--- src/hw/rtl/dec_ram.sv ---
// ----------------------------------------------------------------------------
// dec_ram
// Generic single write port, single read port RAM with registered read.
// ----------------------------------------------------------------------------
`default_nettype none

module dec_ram #(
  parameter int WIDTH = 76,
  parameter int DEPTH = 32
) (
  input  wire logic                     clk_i,
  input  wire logic                     we_i,
  input  wire logic [$clog2(DEPTH)-1:0] waddr_i,
  input  wire logic [WIDTH-1:0]         wdata_i,
  input  wire logic [$clog2(DEPTH)-1:0] raddr_i,
  output logic      [WIDTH-1:0]         rdata_o
);

  logic [WIDTH-1:0] mem_q [DEPTH];

  always_ff @(posedge clk_i) begin
    if (we_i) begin
      mem_q[waddr_i] <= wdata_i;
    end
    rdata_o <= mem_q[raddr_i];
  end

endmodule

`default_nettype wire

--- config.mk ---
export PLATFORM = sky130hd
export DESIGN_NAME = dec_ram
export DESIGN_NICKNAME = d
export VERILOG_FILES = /design/src/hw/rtl/dec_ram.sv
export SDC_FILE = /design/constraint.sdc
export NUM_CORES = 2
export LEC_CHECK = 0
export BUFFER_PORTS_ARGS = -buffer_cell sky130_fd_sc_hd__buf_2
export CAP_MARGIN = 20
export CELL_PAD_IN_SITES_DETAIL_PLACEMENT = 1
export CELL_PAD_IN_SITES_GLOBAL_PLACEMENT = 1
export CORE_ASPECT_RATIO = 1.4
export CORE_MARGIN = 4
export CORE_UTILIZATION = 31
export CTS_CLUSTER_SIZE = 14
export DETAILED_ROUTE_END_ITERATION = 8
export PLACE_DENSITY = 0.55
export SKIP_LAST_GASP = 1
export SLEW_MARGIN = 20
export SYNTH_ARGS = -nofsm -noshare
export SYNTH_HDL_FRONTEND = slang
export SYNTH_SLANG_ARGS = --single-unit
--- constraint.sdc ---
create_clock -name clk_i -period 8.4 [get_ports clk_i]
set_input_delay 0.42 -clock clk_i [delete_from_list [all_inputs] [get_ports clk_i]]
set_output_delay 0.42 -clock clk_i [all_outputs]
set_load 0.005 [all_outputs]
Word-level counts from Yosys, hierarchy flattened. Memory sizes are Yosys's and may differ from the RTL's. A register that Yosys moved wholly into a read port is not among the register bits. Index checks and enable logic that the tools add are counted.

Muxes and demuxes: 2.

Operators by type and width (number): 1-bit 2-to-1 mux (2).

Logic and storage cells: 3. Input bits: 88. Memory bits (writable): 2432. Register bits after elaboration: 0. Output and inout port bits: 76. Memories kept: 1.

Memories: mem_q (depth 32, bits a word 76, rd ports 1, clocked after memory_dff 1, write ports 1, RTL line 19) `logic [WIDTH-1:0] mem_q [DEPTH];`.

Longest topological paths before layout.
Word-level depth: 2. Mapped depth: 9. Mapped depth without buffers: 4.

Worst setup path before layout. Ideal clock, no wire load.

Kind: input to register. Start: in waddr_i[1]. End: mem mem_q[12][0] (enable). Data required time: 7.889 ns. Setup time: 0.511 ns. Buffers on the path: 1. Stages: 3. Slack: 3.637 ns. Data arrival time: 4.252 ns. Cells stage by stage: or3b_2 -> clkbuf_1 -> nor2_1.

RTL lines: from (decl) (RTL line 13) `input wire logic [$clog2(DEPTH)-1:0] waddr_i,`; to (decl) (RTL line 19).

Straight into the memory's write port.

==> results.yml <==
outcome:
  run_status: "completed"
setup_path:
  startpoint_type: "input port"
  critical_path_peak_fanout: 47
  crit-reg2reg-launch: "mem_q[31][74]"
  end_kind: "flop"
  path_class: "input port to flop"
  reg_to_reg_endpoint: "rdata_o[74]"
  worst-r2r-setup-slack_ns: 6.73
  worstPathRequired_ns: 9.14
  count_of_cells_along_the_worst_register_to_register_path: 4
  arrival_time_of_data_at_the_critical_path_endpoint_ns: 3.72
synth:
  yosys_top_cell_area_share: 0.777
  synthesis.area_um2: 94000
  ys_seq_area_frac: 0.793
  synth_cell_type_count: 29
  postSynthCellCount: 4451
  post_synth_main_area_contributors: "sky130_fd_sc_hd__edfxtp_1, sky130_fd_sc_hd__mux4_2, sky130_fd_sc_hd__mux2i_1, sky130_fd_sc_hd__a22oi_1, sky130_fd_sc_hd__dfxtp_1"
  synth.top_cells.by_count: "sky130_fd_sc_hd__edfxtp_1, sky130_fd_sc_hd__mux2i_1, sky130_fd_sc_hd__a22oi_1, sky130_fd_sc_hd__mux4_2, sky130_fd_sc_hd__nand3_1"
  ffs_latches_synth: 2508
  synth_async_sr_flop_share: 0
  post_synth.cell_area_avg_um2: 21.1
  synth_edf_count: 2432
  yosys.cell_count.top_type: "sky130_fd_sc_hd__edfxtp_1"
  post-synth-top-area-cell: "sky130_fd_sc_hd__edfxtp_1"
  ys.flop_type: "sky130_fd_sc_hd__edfxtp_1"
  synth_nets: 4539
  synth_warnings: 0
run:
  total_of_max_cap_violations: 0
grt:
  wire_length_of_the_first_global_routing_pass_um: 390000
  pin_count_of_the_biggest_net_entering_global_routing: 126
  global_route_total_overflow: 0
  grt_antenna_before_repair: 33
  number_of_global_route_vias_before_repair: 49700
  all_layer_gr_usage: 0.176
worst_hold_path:
  timing.hold.worst.start: "wdata_i[20]"
  timing.hold.worst.class: "input port to flop"
  min_delay_path_depth: 1
  timing.hold.worst_endpoint: "mem_q[26][20]"
detailed_routing:
  drtPass1Iterations: 7
  antenna_left: 0
  drcViolationCount: 0
  dr_total_vias: 46600
  first_iter_violations: 4525
  avgRoutedWirePerCell_um: 31.4
  detail_route.wirelength_um: 281000
  via_per_inst: 5.20
die:
  design.die.area_um2: 312000
  horizontal_die_dimension_um: 473
  floorplan.core_area_um2: 302000
  std_cell_rows: 239
  io-pin-count: 164
  start_util: 0.311
  die_h_um: 660
placed_design:
  placement.cell_area_um2: 99900
  placed_cells_incl_taps: 8434
  port_buffers: 163
  routability_cong: 0.713
  hpwl_um: 137000
sta:
  fin_skew_ns: 0.0771
  setup_total_negative_slack_ns: 0
  layout_min_cycle_time_ns: 2.98
  fin_crit_sh: 0.355
  timing_worst_slew_pin_value_ns: 1.22
  final_max_slew_viol_count: 0
  whs_ns: 0.0618
  unrepaired_setup_endpoints_after_global_routing: "no"
  setup_viol_count_final: 0
  slew_headroom: 0.184
  hold_viol: 0
  timing.fmax_mhz: 336
power_and_ir_drop:
  static-leakage-power_uw: 0.0349
  maximum_vdd_drop_mv: 0.183
  power_density_nw_per_um2: 242
cells_and_area:
  layout.core_utilization: 0.359
  final_design_area_no_fill_um2: 109000
  final_nets: 4856
  stdcell_count: 8959
  drive_gt1_frac: 0.196
  area_growth_syn_to_layout_pct: 15.4
clock_network:
  tritoncts_buffer_count: 246
  cts-resized-gates: 0
  root_driver: "sky130_fd_sc_hd__clkbuf_16"
  clock_latency_ns: 0.94
  cts_hold_buffers: 61
  cts_buffer_depth: 4
  post-cts-setup-buffers: 0
  clock_tree_from_tritoncts: "yes"
  h_tree_depth_reported_by_cts: 4
  clk_transition_reported_paths_ns: 0.07
  total_clock_sinks: 2508
worst max path at each step:
| stage | from | to | slack [ns] | cells past startpoint |
|---|---|---|---|---|
| finish | raddr_i[0] | rdata_o[74] | 5.42 | 7 |
| global route | raddr_i[0] | rdata_o[74] | 5.28 | 7 |
| CTS | raddr_i[0] | rdata_o[30] | 5.31 | 7 |
| detailed placement | raddr_i[0] | rdata_o[30] | 4.38 | 7 |
| global placement | raddr_i[0] | rdata_o[30] | 4.44 | 7 |
| floorplan | waddr_i[1] | mem_q[12][0] | 3.64 | 3 |
per-stage QoR:
stage / setup slack, ns / power, µW
after global placement: 4.44 / 15500
after global routing: 5.28 / 27100
after floorplan: 3.64 / 14900
final: 5.42 / 26300
after CTS: 5.31 / 26500
after detailed placement: 4.38 / 15500
power by group:
part / internal, µW / switching (µW) / total (µW)
sequential: 13900 / 102 / 14000
combinational: 431 / 800 / 1230
clock: 6270 / 4750 / 11000
total: 20600 / 5650 / 26300
area by class of cell:
| type | instances | area, µm² |
|---|---|---|
| Multi-Input combinational cell | 1688 | 18500 |
| Sequential cell | 2508 | 74600 |
| Clock inverter | 117 | 1130 |
| Clock buffer | 338 | 6830 |
| Tap cell | 3976 | 4970 |
| Fill cell | 29300 | 194000 |
| Antenna cell | 8 | 20.0 |
| Timing Repair Buffer | 324 | 2520 |
critical path, cell delays in order:
cell and delay, ns:
sky130_fd_sc_hd__buf_8 0.42, sky130_fd_sc_hd__buf_4 0.57, sky130_fd_sc_hd__and2_4 0.76, sky130_fd_sc_hd__buf_4 0.75
sky130_fd_sc_hd__a22oi_1 0.16, sky130_fd_sc_hd__a31oi_1 0.30, sky130_fd_sc_hd__nand3_1 0.11
layer usage:
layer,global-route usage,vias up,part of all wire
li1,-,19300,-
met2,0.320,1265,0.53
met1,0.218,25600,0.40
met3,0.0247,456,0.047
met4,0.0494,16,0.030
met5,0,-,0.00036
logic make-up (layout without fill, tap and decap cells):
kind of cell / count (synthesis) / in the layout / share of synthesized area
other: 0 / 8 / 0
DFF: 2508 / 2508 / 0.793
and+or+nand+nor: 278 / 278 / 0.0156
AOI/OAI and AO/OA: 498 / 498 / 0.0398
buffers and inverters: 255 / 779 / 0.0139
muxes: 912 / 912 / 0.138
flip-flops by register name, indices dropped and copies added, names as in the netlist:
name     flops
mem_q     2432
rdata_o     76
cell usage in the layout (no fill, tap or decap), types with 44 or more instances in the layout:
cell type,Yosys,layout
sky130_fd_sc_hd__a22oi_1,409,409
sky130_fd_sc_hd__clkbuf_1,101,64
sky130_fd_sc_hd__mux2i_1,608,608
sky130_fd_sc_hd__clkinv_2,0,44
sky130_fd_sc_hd__buf_4,27,77
sky130_fd_sc_hd__clkbuf_16,0,250
sky130_fd_sc_hd__mux4_2,304,304
sky130_fd_sc_hd__dlygate4sd3_1,0,61
sky130_fd_sc_hd__nand3_1,154,154
sky130_fd_sc_hd__dfxtp_1,76,76
sky130_fd_sc_hd__edfxtp_1,2432,2432
sky130_fd_sc_hd__buf_2,103,159
(Power assumes the default switching activity.)
