**config.mk**
```make
export PLATFORM = sky130hd
export DESIGN_NAME = dec_div
export DESIGN_NICKNAME = d
export VERILOG_FILES = /design/src/hw/rtl/dec_div.sv
export SDC_FILE = /design/constraint.sdc
export NUM_CORES = 1
export LEC_CHECK = 0
export BUFFER_PORTS_ARGS = -buffer_cell sky130_fd_sc_hd__clkbuf_2
export CAP_MARGIN = 10
export CORE_UTILIZATION = 50
export DETAILED_ROUTE_END_ITERATION = 10
export PLACE_DENSITY = 0.74
export SLEW_MARGIN = 20
export SYNTH_ARGS = -nofsm -noshare
export SYNTH_HDL_FRONTEND = slang
export SYNTH_SLANG_ARGS = --single-unit
```
**constraint.sdc**
```tcl
create_clock -name clk_i -period 9.4 [get_ports clk_i]
set_input_delay 2.35 -clock clk_i [delete_from_list [all_inputs] [get_ports clk_i]]
set_output_delay 2.35 -clock clk_i [all_outputs]
set_load 0.01 [all_outputs]
```
**src/hw/rtl/dec_div.sv**
```systemverilog
// ----------------------------------------------------------------------------
// dec_div
// Unsigned restoring divider, one quotient bit per cycle.
// ----------------------------------------------------------------------------
`default_nettype none

module dec_div #(
  parameter int NUM_W = 56,
  parameter int DEN_W = 34
) (
  input  wire logic             clk_i,
  input  wire logic             rst_ni,
  input  wire logic             start_i,
  input  wire logic [NUM_W-1:0] num_i,
  input  wire logic [DEN_W-1:0] den_i,
  output logic                  done_o,
  output logic      [NUM_W-1:0] quot_o
);

  localparam int CW = $clog2(NUM_W + 1);

  logic [NUM_W-1:0] q_q;
  logic [DEN_W-1:0] rem_q;
  logic [DEN_W-1:0] den_q;
  logic [CW-1:0]    cnt_q;
  logic             busy_q;
  logic             done_q;
  logic [DEN_W:0]   shifted;
  logic [DEN_W+1:0] diff;
  logic             ge;

  assign shifted = {rem_q, q_q[NUM_W-1]};
  assign diff    = {1'b0, shifted} - {2'b00, den_q};
  assign ge      = !diff[DEN_W+1];

  always_ff @(posedge clk_i or negedge rst_ni) begin
    if (!rst_ni) begin
      busy_q <= 1'b0;
      done_q <= 1'b0;
      cnt_q  <= '0;
    end else begin
      done_q <= 1'b0;
      if (start_i) begin
        busy_q <= 1'b1;
        cnt_q  <= CW'(NUM_W);
      end else if (busy_q) begin
        cnt_q <= cnt_q - 1'b1;
        if (cnt_q == CW'(1)) begin
          busy_q <= 1'b0;
          done_q <= 1'b1;
        end
      end
    end
  end

  always_ff @(posedge clk_i) begin
    if (start_i) begin
      q_q   <= num_i;
      rem_q <= '0;
      den_q <= den_i;
    end else if (busy_q) begin
      rem_q <= ge ? diff[DEN_W-1:0] : shifted[DEN_W-1:0];
      q_q   <= {q_q[NUM_W-2:0], ge};
    end
  end

  assign done_o = done_q;
  assign quot_o = q_q;

endmodule

`default_nettype wire

```
== After elaboration in Yosys (flattened, before gate mapping) ==
Cells that the tools add are included.
Operators by class
  $add $sub $neg: 2
  eq/ne operators: 1
  muxes and demuxes: 11
  reduce and logical (&&, ||, !) cells: 2
Operators by type and width (count)
  $mux 56: 2
  $sub 35x34->36: 1
  $mux 34: 1
  $mux 6: 2
  $eq 6x1->1 const B: 1
  $mux 1: 6
  $sub 6x1->6 const B: 1
  $reduce_bool 2->1: 1
  $logic_not 1->1: 1
Storage, ports and cells
  register bits after elaboration: 132
  input bits: 93

== Depth between registers and ports, before layout ==
  depth in word-level cells: 4
  depth in mapped cells: 13

== Least setup slack after synthesis ==
No wires, ideal clock.
  kind: input to register
  start: input start_i
  end: register q_q[0], in the netlist quot_o[0], enable pin
  data arrival time: 3.860 ns
  slack: 5.129 ns
  cell stages on the path: 4
  path buffers: 2
  path through: clkbuf_1 buf_6 nor2_1 inv_1
Between the ends
  word-level cells in the longest chain between the ends: 1
RTL lines
  from (decl): line 13  | input wire logic start_i,
  $reduce_bool 2->1 (no line)
  to (signal assigned): line 58  | q_q <= num_i;
  to (signal assigned): line 63  | q_q <= {q_q[NUM_W-2:0], ge};
  to (decl): line 22  | logic [NUM_W-1:0] q_q;
No other way between the ends.
A chain may end at the register's enable or synchronous reset.

== Worst setup path after layout ==
  start: input start_i
  end: register q_q[49], in the netlist quot_o[49], enable pin
The elaborated chain is that of the path after synthesis.

==> impl_metrics.py <==
metrics = {
    "sta": {
        "fin_skew_ns": 0.00876,
        "rsz0062_at_grt": "false",
        "holdWs_ns": 0.476,
        "worstMarginPinSlew_ns": 0.919,
        "finalCritPeriodShare_pct": 42.9,
        "drv_slew": 0,
        "setup_viol": 0,
        "tns_ns": 0,
        "final_hold_viol_count": 0,
        "period_minus_slack_ns": 4.03,
        "fmax_mhz": 248,
        "relSlewSlack_pct": 38.6,
    },
    "synth": {
        "yosysTopAreaCell": "edfxtp_1",
        "synth.top_cell.area_share_pct": 37.2,
        "ys_ff_latch": 132,
        "synth-edff-count": 90,
        "ys_warn_count": 0,
        "yosysSeqAreaShare_pct": 49.3,
        "synth_area_sq_um": 7260,
        "synth.area.top_cells": "edfxtp_1 37%, dfxtp_1 9.4%, mux2_2 9.3%",
        "yosys-top-cells-count": "90 x edfxtp_1, 62 x nor2_1, 60 x mux2_2",
        "yosysUniqueCellTypes": 75,
        "async_flop_share_pct": 6.06,
        "synth_flop_cell": "edfxtp_1",
        "synth_most_common_cell": "edfxtp_1",
        "syn-num-nets": 775,
        "netlist_instances": 645,
        "avgSynthCellArea_sq_um": 11.3,
    },
    "setup_path": {
        "crit_path_end_kind": "flip-flop",
        "crit_arrival_ns": 3.91,
        "reg2reg_from": "quot_o[55]",
        "crit_end": "quot_o[49]",
        "path_max_fanout": 58,
        "crit_path_start": "start_i",
        "worst-setup-path-type": "in -> reg",
        "worstRegToRegCells": 13,
        "start_kind": "input port",
        "rrSetupSlack_ns": 5.88,
        "cp_data_required_time_ns": 9.28,
        "r2r_end": "rem_q[32]",
    },
    "pwr": {
        "combinationalPowerShare_pct": 38.1,
        "power_density_nw_per_um2": 272,
        "power_switching_uw": 842,
        "p_leak_uw": 0.00376,
        "power_uw": 2340,
        "internal_power_uw": 1500,
        "clock_power_share_pct": 27.3,
        "peakVddDrop_mv": 0.142,
        "switching_share_pct": 35.9,
        "p_seq_share_pct": 34.7,
    },
    "die": {
        "start_util_pct": 51.7,
        "die_area_sq_um": 15000,
        "core_sq_um": 14000,
        "io_pins": 150,
        "die_h_um": 123,
        "chipWidth_um": 123,
        "rows": 43,
    },
    "final_layout": {
        "drive_above_1_share_pct": 33.0,
        "multi_input_area_sq_um": 3300,
        "antennaDiodeCount": 0,
        "area.sequential_sq_um": 3580,
        "nFillCells": 1138,
        "finalNetCount": 917,
        "area_growth_pct": 18.5,
    },
    "cts": {
        "post_cts_resized": 0,
        "root_buffer": "clkbuf_16",
        "cts_tree": "built",
        "cts_hold_buf": 0,
        "cts.sinks": 132,
        "cts_setup_buffers": 0,
        "path_clk_slew_ns": 0.06,
        "clock_path_buffers": 2,
        "numCtsBuffers": 17,
        "htreeDepth": 4,
        "clk_latency_ns": 0.42,
    },
    "drt": {
        "wl_per_cell_um": 16.3,
        "drtAntennaViolNets": 0,
        "first_pass_iters": 4,
        "num_vias": 5528,
        "viasPerCell": 5.64,
        "drt_iter0_drc": 426,
        "drt-total-wl_um": 16000,
        "drcViolationCount": 0,
    },
    "global_routing": {
        "grt_max_degree": 74,
        "grt_pass1_wl_um": 26600,
        "grt_pass1_vias": 5601,
        "gr-usage-all-layers_pct": 22.9,
        "antenna_found_initial": 0,
        "overflow": 0,
    },
    "placement": {
        "gp_congestion": 0.907,
        "portBuffers": 149,
        "hpwl_um": 11400,
    },
    "run": {
        "drv_cap": 0,
    },
    "worst_hold_path": {
        "hold_class": "reg -> reg",
    },
    "status": {
        "status": "finished clean",
    },
}
per-layer routing:
layer  share of wire [%]  up-vias  wire (um)  GRT usage, %
li1                    -     2687          -             -
met1                  42     2654       6780          26.9
met2                  49      162       7910          38.6
met3                 6.6       25       1060          7.67
met4                 1.7        0        267          8.77
met5                   0        -          0             0
how the worst min path moves through the flow:
stage / from / end / slack [ns] / cells past startpoint
6_report: rem_q[29] / rem_q[29] / 0.48 / 2
5_1_grt: rem_q[33] / rem_q[33] / 0.49 / 2
4_1_cts: rem_q[29] / rem_q[29] / 0.48 / 2
2_1_floorplan: rem_q[33] / rem_q[33] / 0.43 / 2
3_3_place_gp: rem_q[33] / rem_q[33] / 0.46 / 2
3_5_place_dp: rem_q[29] / rem_q[29] / 0.47 / 2
per-stage QoR:
step	area (sq um)	setup WS (ns)	utilization (%)	cells
2_1_floorplan	7260	5.13	-	645
3_3_place_gp	8040	4.99	57.3	948
3_5_place_dp	8040	4.90	57.3	948
4_1_cts	8610	5.36	61.3	980
5_1_grt	8610	5.19	61.3	980
6_report	8610	5.37	61.3	980
power groups by stage:
stage / Clock [uW] / Sequential (uW) / Combinational (uW)
after CTS: 653 / 812 / 892
final: 639 / 813 / 892
after global routing: 681 / 826 / 989
after global placement: 0 / 817 / 859
after floorplan: 0 / 816 / 725
after detailed placement: 0 / 821 / 885
kinds of logic after synthesis:
kind of cell,count (synthesis),share of synthesized area (%)
AND/OR/NAND/NOR,158,9.89
XOR/XNOR,28,3.38
multiplexers,67,10.4
buffers and inverters,71,5.24
adder cells (fa/ha/maj),37,6.48
flip-flops,132,49.3
AO/OA/AOI/OAI,152,15.3
final cells by class:
type / count / share of cell area [%]
Clock buffer: 18 / 4.98
Timing Repair Buffer: 153 / 9.04
Multi-Input combinational cell: 442 / 38.3
Inverter: 41 / 1.80
Tap cell: 180 / 2.62
Sequential cell: 132 / 41.6
Clock inverter: 14 / 1.63
placed cells by master (no fill, tap or decap), drive strengths merged, types with 8 or more instances in the layout:
cell type / n
nor2: 63
nand2: 46
inv: 46
nor3: 9
a311oi: 12
a21oi: 43
o21ai: 23
clkbuf: 166
edfxtp: 90
dfrtp: 8
a211oi: 18
dfxtp: 34
a21o: 12
nand3: 8
mux2: 62
ha: 36
xnor2: 23
critical path, cell delays in order:
cell and delay, ns:
buf_4 0.29, nor2_1 0.39, clkinv_2 0.80
state kept, by name, indices dropped and copies added, names as in the netlist:
signal	count
quot_o	56
den_q	34
busy_q	1
cnt_q	6
rem_q	34
done_o	1
Note: power is estimated with default switching activity, not from simulation.
